## config.mk

```make
export PLATFORM = sky130hd
export DESIGN_NAME = multichannel_pid_speed_control_core
export DESIGN_NICKNAME = d
export VERILOG_FILES = /design/src/hdl/mpsc_pkg.sv /design/src/hdl/mpsc_state_mem.sv /design/src/hdl/mpsc_datapath.sv /design/src/hdl/multichannel_pid_speed_control_core.sv
export SDC_FILE = /design/constraint.sdc
export NUM_CORES = 2
export LEC_CHECK = 0
export ABC_AREA = 1
export BUFFER_PORTS_ARGS = -buffer_cell sky130_fd_sc_hd__buf_4
export CORE_UTILIZATION = 50
export CTS_BUF_LIST = sky130_fd_sc_hd__clkbuf_8
export CTS_CLUSTER_SIZE = 25
export DETAILED_ROUTE_END_ITERATION = 12
export GPL_TIMING_DRIVEN = 0
export PLACE_DENSITY = 0.65
export REMOVE_ABC_BUFFERS = 1
export SETUP_SLACK_MARGIN = 0.2
export SLEW_MARGIN = 10
export SYNTH_ARGS = -nofsm -noshare
export SYNTH_HDL_FRONTEND = slang
export SYNTH_SLANG_ARGS = --single-unit
```

## constraint.sdc

```tcl
create_clock -name clk -period 27.3 [get_ports clk]
set_input_delay 5.46 -clock clk [delete_from_list [all_inputs] [get_ports clk]]
set_output_delay 5.46 -clock clk [all_outputs]
set_load 0.1 [all_outputs]
```

## src/hdl/mpsc_pkg.sv

```systemverilog
`timescale 1ns / 1ps
// ----------------------------------------------------------------------------
// mpsc_pkg
// shared types and constants of the multichannel pid speed control core
// ----------------------------------------------------------------------------
package mpsc_pkg;

	localparam int CHANNELS_DEF     = 8;
	localparam int INTEGRAL_W_DEF   = 32;

	localparam int CHAN_W           = 3;
	localparam int RPM_W            = 16;
	localparam int ERR_W            = 17;
	localparam int DRIVE_W          = 16;
	localparam int GAIN_W           = 16;
	localparam int LIMIT_W          = 15;
	localparam int FRAC_W           = 8;
	localparam int CFG_IDX_W        = 3;
	localparam int CFG_DATA_W       = 16;
	localparam int DERIV_TAP_WEIGHT = 2;

	localparam logic [GAIN_W-1:0]  PROP_GAIN_RST   = 16'd256;
	localparam logic [GAIN_W-1:0]  INTEG_GAIN_RST  = 16'd77;
	localparam logic [GAIN_W-1:0]  DERIV_GAIN_RST  = 16'd0;
	localparam logic [LIMIT_W-1:0] DRIVE_LIMIT_RST = 15'd5000;

	typedef enum logic [CFG_IDX_W-1:0] {
		REG_PROP_GAIN   = 3'd0,
		REG_INTEG_GAIN  = 3'd1,
		REG_DERIV_GAIN  = 3'd2,
		REG_DRIVE_LIMIT = 3'd3,
		REG_LAW_MODE    = 3'd4
	} cfg_reg_t;

	typedef enum logic {
		LAW_POSITIONAL  = 1'b0,
		LAW_INCREMENTAL = 1'b1
	} law_t;

	typedef enum logic [2:0] {
		ST_IDLE,
		ST_CALC,
		ST_MUL,
		ST_SUM,
		ST_FIN
	} pid_state_t;

	typedef struct packed {
		logic load;
		logic calc;
		logic mul;
		logic sum;
	} dp_ctrl_t;

	typedef struct packed {
		logic [GAIN_W-1:0]  prop_gain;
		logic [GAIN_W-1:0]  integ_gain;
		logic [GAIN_W-1:0]  deriv_gain;
		logic [LIMIT_W-1:0] drive_limit;
		law_t               law_mode;
	} pid_cfg_t;

endpackage

```

## src/hdl/mpsc_state_mem.sv

```systemverilog
`timescale 1ns / 1ps
// ----------------------------------------------------------------------------
// mpsc_state_mem
// per-channel state memory, one write and one registered read port,
// entries never written since reset read as zero
// ----------------------------------------------------------------------------
module mpsc_state_mem #(
	parameter int DEPTH  = 8,
	parameter int WORD_W = 82
) (
	input  logic                                 clk,
	input  logic                                 arst_n,
	input  logic                                 re,
	input  logic [(DEPTH > 1 ? $clog2(DEPTH) : 1)-1:0] raddr,
	output logic [WORD_W-1:0]                    rdata,
	input  logic                                 we,
	input  logic [(DEPTH > 1 ? $clog2(DEPTH) : 1)-1:0] waddr,
	input  logic [WORD_W-1:0]                    wdata
);

	logic [WORD_W-1:0] mem [DEPTH];
	logic [DEPTH-1:0]  valid_q;
	logic [WORD_W-1:0] rdata_q;
	logic              rvalid_q;

	always_ff @(posedge clk) begin
		if (we) begin
			mem[waddr] <= wdata;
		end
		if (re) begin
			rdata_q <= mem[raddr];
		end
	end

	always_ff @(posedge clk or negedge arst_n) begin
		if (!arst_n) begin
			valid_q  <= '0;
			rvalid_q <= 1'b0;
		end else begin
			if (we) begin
				valid_q[waddr] <= 1'b1;
			end
			if (re) begin
				rvalid_q <= valid_q[raddr];
			end
		end
	end

	assign rdata = rvalid_q ? rdata_q : '0;

endmodule

```

## src/hdl/mpsc_datapath.sv

```systemverilog
`timescale 1ns / 1ps
// ----------------------------------------------------------------------------
// mpsc_datapath
// error, operand selection, gain products, q42.8 sum (default integral width), clamp and truncation
// ----------------------------------------------------------------------------
module mpsc_datapath import mpsc_pkg::*; #(
	parameter int INTEGRAL_W = INTEGRAL_W_DEF
) (
	input  logic                                  clk,
	input  dp_ctrl_t                              ctrl,
	input  pid_cfg_t                              cfg,
	input  logic signed [RPM_W-1:0]               target_rpm,
	input  logic signed [RPM_W-1:0]               measured_rpm,
	input  logic [INTEGRAL_W+2*ERR_W+DRIVE_W-1:0] rd_word,
	output logic [INTEGRAL_W+2*ERR_W+DRIVE_W-1:0] wr_word,
	output logic signed [DRIVE_W-1:0]             drive_fin
);

	localparam int IW     = INTEGRAL_W;
	localparam int WORD_W = IW + 2 * ERR_W + DRIVE_W;
	localparam int PA_W   = ERR_W + 1;
	localparam int PC_W   = ERR_W + 2;
	localparam int KS_W   = GAIN_W + 1;
	localparam int LO_W   = IW / 2;
	localparam int HI_W   = IW - LO_W;
	localparam int SW     = IW + 18;
	localparam int Q_W    = LIMIT_W + FRAC_W + 1;
	localparam logic signed [2:0] TAP_W = 3'(DERIV_TAP_WEIGHT);
	localparam logic signed [IW-1:0] IMAX = {1'b0, {(IW-1){1'b1}}};
	localparam logic signed [IW-1:0] IMIN = {1'b1, {(IW-1){1'b0}}};

	logic signed [ERR_W-1:0]   err_in;
	logic signed [ERR_W-1:0]   e_s1;

	logic signed [IW-1:0]      rd_integ;
	logic signed [ERR_W-1:0]   rd_last;
	logic signed [ERR_W-1:0]   rd_older;
	logic signed [DRIVE_W-1:0] rd_drive;
	logic signed [IW:0]        integ_sum;
	logic signed [IW-1:0]      integ_sat;
	logic signed [PA_W-1:0]    diff1;
	logic signed [PC_W-1:0]    diff2;

	logic signed [PA_W-1:0]    pa_s2;
	logic signed [IW-1:0]      pb_s2;
	logic signed [PC_W-1:0]    pc_s2;
	logic signed [DRIVE_W-1:0] base_s2;
	logic signed [IW-1:0]      integ_s2;
	logic signed [ERR_W-1:0]   older_s2;

	logic signed [KS_W-1:0]         kp_s;
	logic signed [KS_W-1:0]         ki_s;
	logic signed [KS_W-1:0]         kd_s;
	logic signed [LO_W:0]           pb_lo;
	logic signed [HI_W-1:0]         pb_hi;
	logic signed [KS_W+PA_W-1:0]    prod_p_s3;
	logic signed [KS_W+LO_W:0]      prod_lo_s3;
	logic signed [KS_W+HI_W-1:0]    prod_hi_s3;
	logic signed [KS_W+PC_W-1:0]    prod_d_s3;
	logic signed [DRIVE_W-1:0]      base_s3;

	logic signed [SW-1:0]      sum_s4;
	logic signed [SW-1:0]      lim;
	logic signed [SW-1:0]      clamped;
	logic signed [Q_W-1:0]     q_clamp;
	logic signed [Q_W-1:0]     q_round;

	assign err_in = $signed({target_rpm[RPM_W-1], target_rpm})
		- $signed({measured_rpm[RPM_W-1], measured_rpm});

	assign rd_integ = $signed(rd_word[WORD_W-1 -: IW]);
	assign rd_last  = $signed(rd_word[2*ERR_W+DRIVE_W-1 -: ERR_W]);
	assign rd_older = $signed(rd_word[ERR_W+DRIVE_W-1 -: ERR_W]);
	assign rd_drive = $signed(rd_word[DRIVE_W-1:0]);

	// saturating integral
	always_comb begin
		integ_sum = $signed({rd_integ[IW-1], rd_integ})
			+ $signed({{(IW+1-ERR_W){e_s1[ERR_W-1]}}, e_s1});
		if (integ_sum[IW] != integ_sum[IW-1]) begin
			integ_sat = integ_sum[IW] ? IMIN : IMAX;
		end else begin
			integ_sat = integ_sum[IW-1:0];
		end
	end

	always_comb begin
		logic signed [PC_W-1:0] e_w;
		logic signed [PC_W-1:0] last_w;
		logic signed [PC_W-1:0] older_w;
		e_w     = PC_W'(e_s1);
		last_w  = PC_W'(rd_last);
		older_w = PC_W'(rd_older);
		diff1   = PA_W'(e_s1) - PA_W'(rd_last);
		diff2   = e_w - PC_W'(TAP_W * last_w) + older_w;
	end

	always_ff @(posedge clk) begin
		if (ctrl.load) begin
			e_s1 <= err_in;
		end
		if (ctrl.calc) begin
			if (cfg.law_mode == LAW_INCREMENTAL) begin
				pa_s2    <= diff1;
				pb_s2    <= IW'(e_s1);
				pc_s2    <= diff2;
				base_s2  <= rd_drive;
				integ_s2 <= rd_integ;
				older_s2 <= rd_last;
			end else begin
				pa_s2    <= PA_W'(e_s1);
				pb_s2    <= integ_sat;
				pc_s2    <= PC_W'(diff1);
				base_s2  <= '0;
				integ_s2 <= integ_sat;
				older_s2 <= rd_older;
			end
		end
	end

	assign kp_s  = $signed({1'b0, cfg.prop_gain});
	assign ki_s  = $signed({1'b0, cfg.integ_gain});
	assign kd_s  = $signed({1'b0, cfg.deriv_gain});
	assign pb_lo = $signed({1'b0, pb_s2[LO_W-1:0]});
	assign pb_hi = $signed(pb_s2[IW-1:LO_W]);

	always_ff @(posedge clk) begin
		if (ctrl.mul) begin
			prod_p_s3  <= kp_s * pa_s2;
			prod_lo_s3 <= ki_s * pb_lo;
			prod_hi_s3 <= ki_s * pb_hi;
			prod_d_s3  <= kd_s * pc_s2;
			base_s3    <= base_s2;
		end
		if (ctrl.sum) begin
			sum_s4 <= SW'(prod_p_s3) + SW'(prod_lo_s3) + (SW'(prod_hi_s3) <<< LO_W)
				+ SW'(prod_d_s3) + (SW'(base_s3) <<< FRAC_W);
		end
	end

	// clamp to the limit, then truncate toward zero
	always_comb begin
		lim = $signed({{(SW-LIMIT_W-FRAC_W){1'b0}}, cfg.drive_limit, {FRAC_W{1'b0}}});
		if (sum_s4 > lim) begin
			clamped = lim;
		end else if (sum_s4 < -lim) begin
			clamped = -lim;
		end else begin
			clamped = sum_s4;
		end
		q_clamp = clamped[Q_W-1:0];
		q_round = q_clamp + (q_clamp[Q_W-1] ? Q_W'(255) : Q_W'(0));
	end

	assign drive_fin = q_round[Q_W-1 -: DRIVE_W];
	assign wr_word   = {integ_s2, e_s1, older_s2, drive_fin};

endmodule

```

## src/hdl/multichannel_pid_speed_control_core.sv

```systemverilog
`timescale 1ns / 1ps
// ----------------------------------------------------------------------------
// multichannel_pid_speed_control_core
// per-channel positional or incremental pid speed controller
// ----------------------------------------------------------------------------
// A request is taken when start is high and busy is low. Its result appears
// on out_channel and drive with done high for one cycle, and a new request
// can be taken once busy is low again: the channel state makes one
// read-modify-write trip through the state memory, operand select, gain
// multiply, sum and clamp steps. The receiver cannot stall the result.
// Channels at or above CHANNELS return a drive of zero and leave all state
// untouched. The user must write configuration via cfg_we, cfg_index and
// cfg_data only while the core is idle; the core does not enforce this.
// ----------------------------------------------------------------------------
module multichannel_pid_speed_control_core import mpsc_pkg::*; #(
	parameter int CHANNELS   = CHANNELS_DEF,
	parameter int INTEGRAL_W = INTEGRAL_W_DEF
) (
	input  logic                         clk,
	input  logic                         arst_n,
	input  logic                         cfg_we,
	input  logic [CFG_IDX_W-1:0]         cfg_index,
	input  logic [CFG_DATA_W-1:0]        cfg_data,
	input  logic                         start,
	output logic                         busy,
	input  logic [CHAN_W-1:0]            channel,
	input  logic signed [RPM_W-1:0]      target_rpm,
	input  logic signed [RPM_W-1:0]      measured_rpm,
	output logic                         done,
	output logic [CHAN_W-1:0]            out_channel,
	output logic signed [DRIVE_W-1:0]    drive
);

	localparam int AW     = CHANNELS > 1 ? $clog2(CHANNELS) : 1;
	localparam int EXT_W  = AW > CHAN_W ? AW : CHAN_W;
	localparam int WORD_W = INTEGRAL_W + 2 * ERR_W + DRIVE_W;

	pid_state_t state_q, state_d;
	pid_cfg_t   cfg_q;
	dp_ctrl_t   ctrl;

	logic                      accept;
	logic                      in_range;
	logic [EXT_W-1:0]          chan_ext;
	logic [AW-1:0]             addr_q;
	logic [CHAN_W-1:0]         chan_q;
	logic                      in_range_q;
	logic                      mem_we;
	logic [WORD_W-1:0]         rd_word;
	logic [WORD_W-1:0]         wr_word;
	logic signed [DRIVE_W-1:0] drive_fin;
	logic                      done_q;
	logic [CHAN_W-1:0]         out_channel_q;
	logic signed [DRIVE_W-1:0] drive_q;

	// configuration registers
	always_ff @(posedge clk or negedge arst_n) begin
		if (!arst_n) begin
			cfg_q.prop_gain   <= PROP_GAIN_RST;
			cfg_q.integ_gain  <= INTEG_GAIN_RST;
			cfg_q.deriv_gain  <= DERIV_GAIN_RST;
			cfg_q.drive_limit <= DRIVE_LIMIT_RST;
			cfg_q.law_mode    <= LAW_POSITIONAL;
		end else if (cfg_we) begin
			case (cfg_reg_t'(cfg_index))
				REG_PROP_GAIN:   cfg_q.prop_gain   <= cfg_data[GAIN_W-1:0];
				REG_INTEG_GAIN:  cfg_q.integ_gain  <= cfg_data[GAIN_W-1:0];
				REG_DERIV_GAIN:  cfg_q.deriv_gain  <= cfg_data[GAIN_W-1:0];
				REG_DRIVE_LIMIT: cfg_q.drive_limit <= cfg_data[LIMIT_W-1:0];
				REG_LAW_MODE:    cfg_q.law_mode    <= law_t'(cfg_data[0]);
				default: ;
			endcase
		end
	end

	assign accept   = start && (state_q == ST_IDLE);
	assign chan_ext = EXT_W'(channel);
	assign in_range = 32'(channel) < CHANNELS;

	// sequencer
	always_ff @(posedge clk or negedge arst_n) begin
		if (!arst_n) begin
			state_q <= ST_IDLE;
		end else begin
			state_q <= state_d;
		end
	end

	always_comb begin
		state_d   = state_q;
		ctrl      = '0;
		busy      = 1'b1;
		mem_we    = 1'b0;
		case (state_q)
			ST_IDLE: begin
				busy      = 1'b0;
				ctrl.load = start;
				if (start) begin
					state_d = ST_CALC;
				end
			end
			ST_CALC: begin
				ctrl.calc = 1'b1;
				state_d   = ST_MUL;
			end
			ST_MUL: begin
				ctrl.mul = 1'b1;
				state_d  = ST_SUM;
			end
			ST_SUM: begin
				ctrl.sum = 1'b1;
				state_d  = ST_FIN;
			end
			ST_FIN: begin
				mem_we  = in_range_q;
				state_d = ST_IDLE;
			end
			default: begin
				state_d = ST_IDLE;
			end
		endcase
	end

	always_ff @(posedge clk) begin
		if (accept) begin
			addr_q <= chan_ext[AW-1:0];
			chan_q <= channel;
		end
		if (state_q == ST_FIN) begin
			out_channel_q <= chan_q;
			drive_q       <= in_range_q ? drive_fin : '0;
		end
	end

	always_ff @(posedge clk or negedge arst_n) begin
		if (!arst_n) begin
			in_range_q <= 1'b0;
			done_q     <= 1'b0;
		end else begin
			if (accept) begin
				in_range_q <= in_range;
			end
			done_q <= (state_q == ST_FIN);
		end
	end

	mpsc_state_mem #(
		.DEPTH  (CHANNELS),
		.WORD_W (WORD_W)
	) u_mem (
		.clk    (clk),
		.arst_n (arst_n),
		.re     (accept),
		.raddr  (chan_ext[AW-1:0]),
		.rdata  (rd_word),
		.we     (mem_we),
		.waddr  (addr_q),
		.wdata  (wr_word)
	);

	mpsc_datapath #(
		.INTEGRAL_W (INTEGRAL_W)
	) u_dp (
		.clk          (clk),
		.ctrl         (ctrl),
		.cfg          (cfg_q),
		.target_rpm   (target_rpm),
		.measured_rpm (measured_rpm),
		.rd_word      (rd_word),
		.wr_word      (wr_word),
		.drive_fin    (drive_fin)
	);

	assign done        = done_q;
	assign out_channel = out_channel_q;
	assign drive       = drive_q;

	// every request is followed by a result strobe
	a_latency: assert property (@(posedge clk) disable iff (!arst_n)
		(start && !busy) |-> ##5 done)
		else $error("result missing after request");

	a_done_from_fin: assert property (@(posedge clk) disable iff (!arst_n)
		done |-> $past(state_q == ST_FIN))
		else $error("result strobe without final step");

	a_drive_limit: assert property (@(posedge clk) disable iff (!arst_n)
		done |-> ((drive <= $signed({1'b0, cfg_q.drive_limit}))
			&& (drive >= -$signed({1'b0, cfg_q.drive_limit}))))
		else $error("drive beyond limit");

	a_out_of_range: assert property (@(posedge clk) disable iff (!arst_n)
		(done && (32'(out_channel) >= CHANNELS)) |-> (drive == '0))
		else $error("drive not zero for absent channel");

	a_write_once: assert property (@(posedge clk) disable iff (!arst_n)
		mem_we |=> !mem_we)
		else $error("state written twice for one request");

endmodule
```

# [Word-level counts from Yosys, hierarchy flattened]
# Memories as Yosys holds them, arrays and structs flattened. A register that Yosys moved wholly into a read port is not among the register bits.
# Cells that the tools add are included.
[classes] n_mul=4 eq_ne=10 bitwise_logic=1 magnitude_cmp=5 reduce_logical=10 mux=25 addsub=11
[ops] op="32-bit two-way mux" count=4
[ops] op="82-bit two-way mux" count=1
[ops] op="36-bit by 49-bit adder with 50-bit output" count=1
[ops] op="50-bit by 24-bit adder with 50-bit output" count=1
[ops] op="50-bit by 36-bit adder with 50-bit output" count=1
[ops] op="50-bit by 24-bit greater-than comparator with 1-bit output" count=1
[ops] op="50-bit < comparator" count=1
[ops] op="23-bit negation with 50-bit output" count=1
[ops] op="24-bit two-way mux" count=2
[ops] op="35-bit by 33-bit adder with 36-bit output" count=1
[ops] op="17-bit by 19-bit multiplier with 36-bit output" count=1
[ops] op="17-bit by 18-bit multiplier with 35-bit output" count=1
[ops] op="32-bit by 17-bit adder with 33-bit output" count=1
[ops] op="17-bit by 16-bit multiplier with 33-bit output" count=1
[ops] op="16-bit by 16-bit multiplier with 32-bit output" count=1
[ops] op="24-bit adder" count=1
[ops] op="19-bit by 17-bit adder with 19-bit output" count=1
[ops] op="19-bit two-way mux" count=1
[ops] op="17-bit by 18-bit subtractor with 19-bit output" count=1
[ops] op="18-bit two-way mux" count=1
[ops] op="17-bit by 17-bit subtractor with 18-bit output" count=1
[ops] op="17-bit two-way mux" count=1
[ops] op="16-bit by 16-bit subtractor with 17-bit output" count=1
[ops] op="3-bit by 2-bit == test with 1-bit output, second input constant" count=4
[ops] op="other kinds (16)" count=35
[totals] inputBits=58 word_cells=93 regBits=453 mem_bits_rw=656 memories=1
[memory_table] name="u_mem.mem" words=8 width=82 read_ports=1 rd_clocked_by_memory_dff=1 wr=1 line_no="mpsc_state_mem.sv:21" rtl="logic [WORD_W-1:0] mem [DEPTH];"

# [Logic depth before layout (Yosys ltp)]
[depth] word_depth=6 depth_mapped=40 depth_no_buf=38

# [By module]
# Synthesis repeated with hierarchy kept, for this count alone.
[hier_totals] hier_cells=10414 hier_area_um2=98318.0
[by_module_without_submodules] mod="mpsc_datapath" cells_per_inst=7794 instances=1 area_per_inst_um2=65728.0 seq_area_each_um2=10600.2
[by_module_without_submodules] mod="mpsc_state_mem" cells_per_inst=2250 instances=1 area_per_inst_um2=28987.8 seq_area_each_um2=22386.5
[by_module_without_submodules] mod="multichannel_pid_speed_control_core" cells_per_inst=370 instances=1 area_per_inst_um2=3602.2 seq_area_each_um2=2399.8

# [Least setup slack after synthesis]
# No wires, ideal clock.
[synth_path] path_type="reg-to-reg" start="register state_q[2]" end="register state_q[1]" t_required_ns=27.169 period_less_slack_ns=11.865 slack_ns=15.435 t_arrival_ns=11.734 path_buffers=0 path_stages_with_launch=3 cell_sequence="dfrtp_1 -> nor3_1 -> or2_2"
[synth_between] elab_chain_len=2
[synth_rtl] element="start: declaration" line_no="multichannel_pid_speed_control_core.sv:38" rtl="pid_state_t state_q, state_d;"
[synth_rtl] element="start signal: assignment" line_no="multichannel_pid_speed_control_core.sv:85" rtl="state_q <= state_d;"
[synth_rtl] element="3-bit by 2-bit == test with 1-bit output, or another cell as far along" line_no="multichannel_pid_speed_control_core.sv:94" rtl="case (state_q)"
[synth_rtl] element="3-bit case mux with 4 select lines or 2-bit != test (tied branches)"
# Several ways; a longest one is shown, not always the timed one.
# A chain may end at the register's enable or synchronous reset.

==> impl_metrics.ini <==
[logic_synthesis]
synth_cells = 10200
synthXorXnorAreaFrac_pct = 2.33
yosysSeqAreaShare_pct = 36.4
ys_ff_latch = 1191
synth_compound_area_share_pct = 7.29
synthArstFlopShare_pct = 6.55
synth_mux_area_share_pct = 0.0412
yosysWarnings = 0
synth-simple-area-share_pct = 12.3
synth-adder-area-share_pct = 31.2
synth_edf_count = 1113
synth_cell_type_count = 63
syn_area_um2 = 97200
synth_flop_cell = edfxtp_1
avgSynthCellArea_um2 = 9.55
synth_top_family_by_area = adder cells

[critical_path]
crit_path_end_kind = flip-flop
critical_path_arrival_ps = 7950
critPathMaxStageDelay_ps = 500
cp_max_fo = 125
worstPathRequired_ps = 27940
path_cells = buf_8 -> clkinv_4 -> buf_16 -> buf_16 -> o21ai_0 -> o22ai_1 -> nor2_1 -> a31oi_1
criticalPathCategory = input port to flip-flop
startpoint_type = input port
regToRegSetupSlack_ps = 20170
slowest_stage = clkinv_4
crit_top_cell = buf_16

[global_route]
grt_pass1_vias = 71300
grt_pass1_wl_um = 416000
grt-ovfl-total = 0
grt_usage_pct = 27.9
grt_max_degree = 130
antenna_found_initial = 11

[placed_design]
placed_area_um2 = 101000
place_congestion = 0.950
place_hpwl_um = 204000
io_buffer_count = 78

[sta]
setup_viol = 0
post-route-period-util_pct = 26.8
fmax_ghz = 0.137
worst_pin_slew_ps = 1410
rsz0062_at_grt = no
fin_crit_ps = 7310
final-max-slew-violation-count = 0
finalSetupTns_ps = 0
hold_viol = 0
finClkSkew_ps = 77.6
slew_headroom_pct = 4.85

[clock_network]
cts.sink_count = 1191
cts_resized = 0
cts.clk_slew.worst_paths_ps = 70
root_buffer = clkbuf_8
cts_post_setup_buffers_inserted = 0
htreeDepth = 4
cts_buffer_depth = 3
insertion_delay_ps = 970
hold_buffers = 0
cts_tree = done
cts_buffers = 192

[run]
cap_violations = 0

[final_layout]
multi_input_area_um2 = 51800
fin_area_um2 = 105000
fin_nets = 11900
regArea_um2 = 35400
syn_to_final_growth_pct = 8.01
drive_gt1_share_pct = 5.49
fill_cells = 17000

[route]
viasPerCell = 5.39
vias = 69000
drc = 0
antenna_left = 0
drtIter0Drc = 5980
dr.pass1.iters = 7
wl_per_cell_um = 21.0
drt-total-wl_um = 269000

[floorplanning]
rows = 161
core_um2 = 193000
die_area_um2 = 196000
io_pins = 79
die_h_um = 443
initial_utilization_pct = 50.4
die_w_um = 443

[worst_hold_path]
worst_hold_path_type = flip-flop to flip-flop

[run_status]
outcome = finished clean
synthesized netlist by cell type (all sizes together), types with 33 or more instances:
master	instances	area share, %
inv	2234	8.6
nand2	1882	7.3
fa	1115	23
edfxtp	1113	34
nor2	855	3.3
ha	639	8.2
o21ai	579	3.0
clkbuf	410	1.6
a21oi	303	1.6
xor2	172	1.5
nand3	145	0.77
a31oi	129	0.83
xnor2	87	0.78
o22ai	85	0.55
dfrtp	68	1.8
nor3	46	0.25
o211ai	44	0.34
buf	42	0.23
nand4	33	0.24
layer usage:
metal	vias to the layer above	GRT usage (%)	share of wire (%)	wire (um)
met5	-	0	0.0048	13
met4	2	12.7	4.8	12800
met3	546	4.38	6.5	17500
met2	2408	45.1	47	126000
met1	34400	37.0	42	113000
li1	31700	-	-	-
flip-flops by register name, summed over array words and instances, names as in the netlist:
| register | flops |
|---|---|
| chan_q | 3 |
| done | 1 |
| out_channel | 3 |
| u_dp.prod_hi_s3 | 33 |
| u_dp.older_s2 | 17 |
| u_dp.pa_s2 | 18 |
| u_dp.integ_s2 | 32 |
| drive | 16 |
| u_dp.pc_s2 | 19 |
| u_mem.valid_q | 8 |
| in_range_q | 1 |
| u_dp.base_s3 | 16 |
| u_mem.mem | 656 |
| u_dp.base_s2 | 16 |
| u_dp.prod_p_s3 | 35 |
| u_dp.sum_s4 | 50 |
| u_dp.e_s1 | 17 |
| state_q | 3 |
| u_mem.rdata_q | 82 |
| u_dp.pb_s2 | 32 |
| u_mem.rvalid_q | 1 |
| cfg_q | 64 |
| u_dp.prod_lo_s3 | 32 |
| u_dp.prod_d_s3 | 36 |
layout by cell type (no fill, tap or decap), types with 15 or more instances in the layout:
cell	n
a21boi_0	20
a21o_1	18
a21oi_1	298
a31oi_1	129
buf_12	36
buf_16	22
buf_4	112
clkbuf_8	201
clkinv_1	47
clkinv_2	27
dfrtp_1	54
diode_2	16
edfxtp_1	1113
fa_1	1115
ha_1	639
inv_1	2277
nand2_1	1865
nand3_1	139
nand4_1	30
nor2_1	838
nor3_1	40
nor4_1	15
o211ai_1	44
o21a_1	21
o21ai_0	543
o21ai_1	34
o22ai_1	85
or2_2	22
xnor2_1	87
xor2_1	171
cell type report:
class | count | share of cell area (%)
diodes | 16 | 0.0381
clock buffers | 201 | 2.63
clock inverters | 153 | 1.01
inverters | 2236 | 8.02
multi-input cells | 6295 | 49.3
flip-flops and latches | 1191 | 33.7
well taps | 2526 | 3.01
repair buffers | 188 | 2.27
critical path: cells and delay by family:
kind                   cells  cell delay (ps)
AO/OA/AOI/OAI              3              500
buffers and inverters      4             1560
AND/OR/NAND/NOR            1              120
worst paths after layout:
kind / start / to / depth (start not counted)
max: channel[0] / u_mem.rdata_q[0] / 8
min: u_dp.base_s2[1] / u_dp.base_s3[1] / 0
max reg2reg: u_dp.pa_s2[10] / u_dp.prod_p_s3[30] / 21
min reg2reg: u_dp.base_s2[1] / u_dp.base_s3[1] / 0
max in group asynchronous: arst_n / u_mem.rvalid_q / 1
min in group asynchronous: arst_n / cfg_q[54] / 1
kinds of logic (layout without fill, tap and decap cells):
group	after synthesis	count (layout)
other	0	16
AOI/OAI and AO/OA	1261	1261
DFF	1191	1191
xor gates and xnor gates	259	259
buffers and inverters	2688	2778
adders and majority gates	1754	1754
and+or+nand+nor	3017	3017
muxes	4	4
stage by stage:
stage / hold slack [ps] / std cells / setup WS, ps / util [%]
global route: 425 / 12800 / 19700 / 54.4
detailed placement: 408 / 12400 / 19100 / 52.4
finish: 421 / 12800 / 19990 / 54.5
global placement: 409 / 12300 / 7570 / 51.4
CTS: 413 / 12800 / 19890 / 54.4
floorplan: 400 / 9722 / 15440 / -
Power is left out: the tool's default activity adds up to more than one toggle a clock period on the data nets, which glitch-free logic cannot reach.
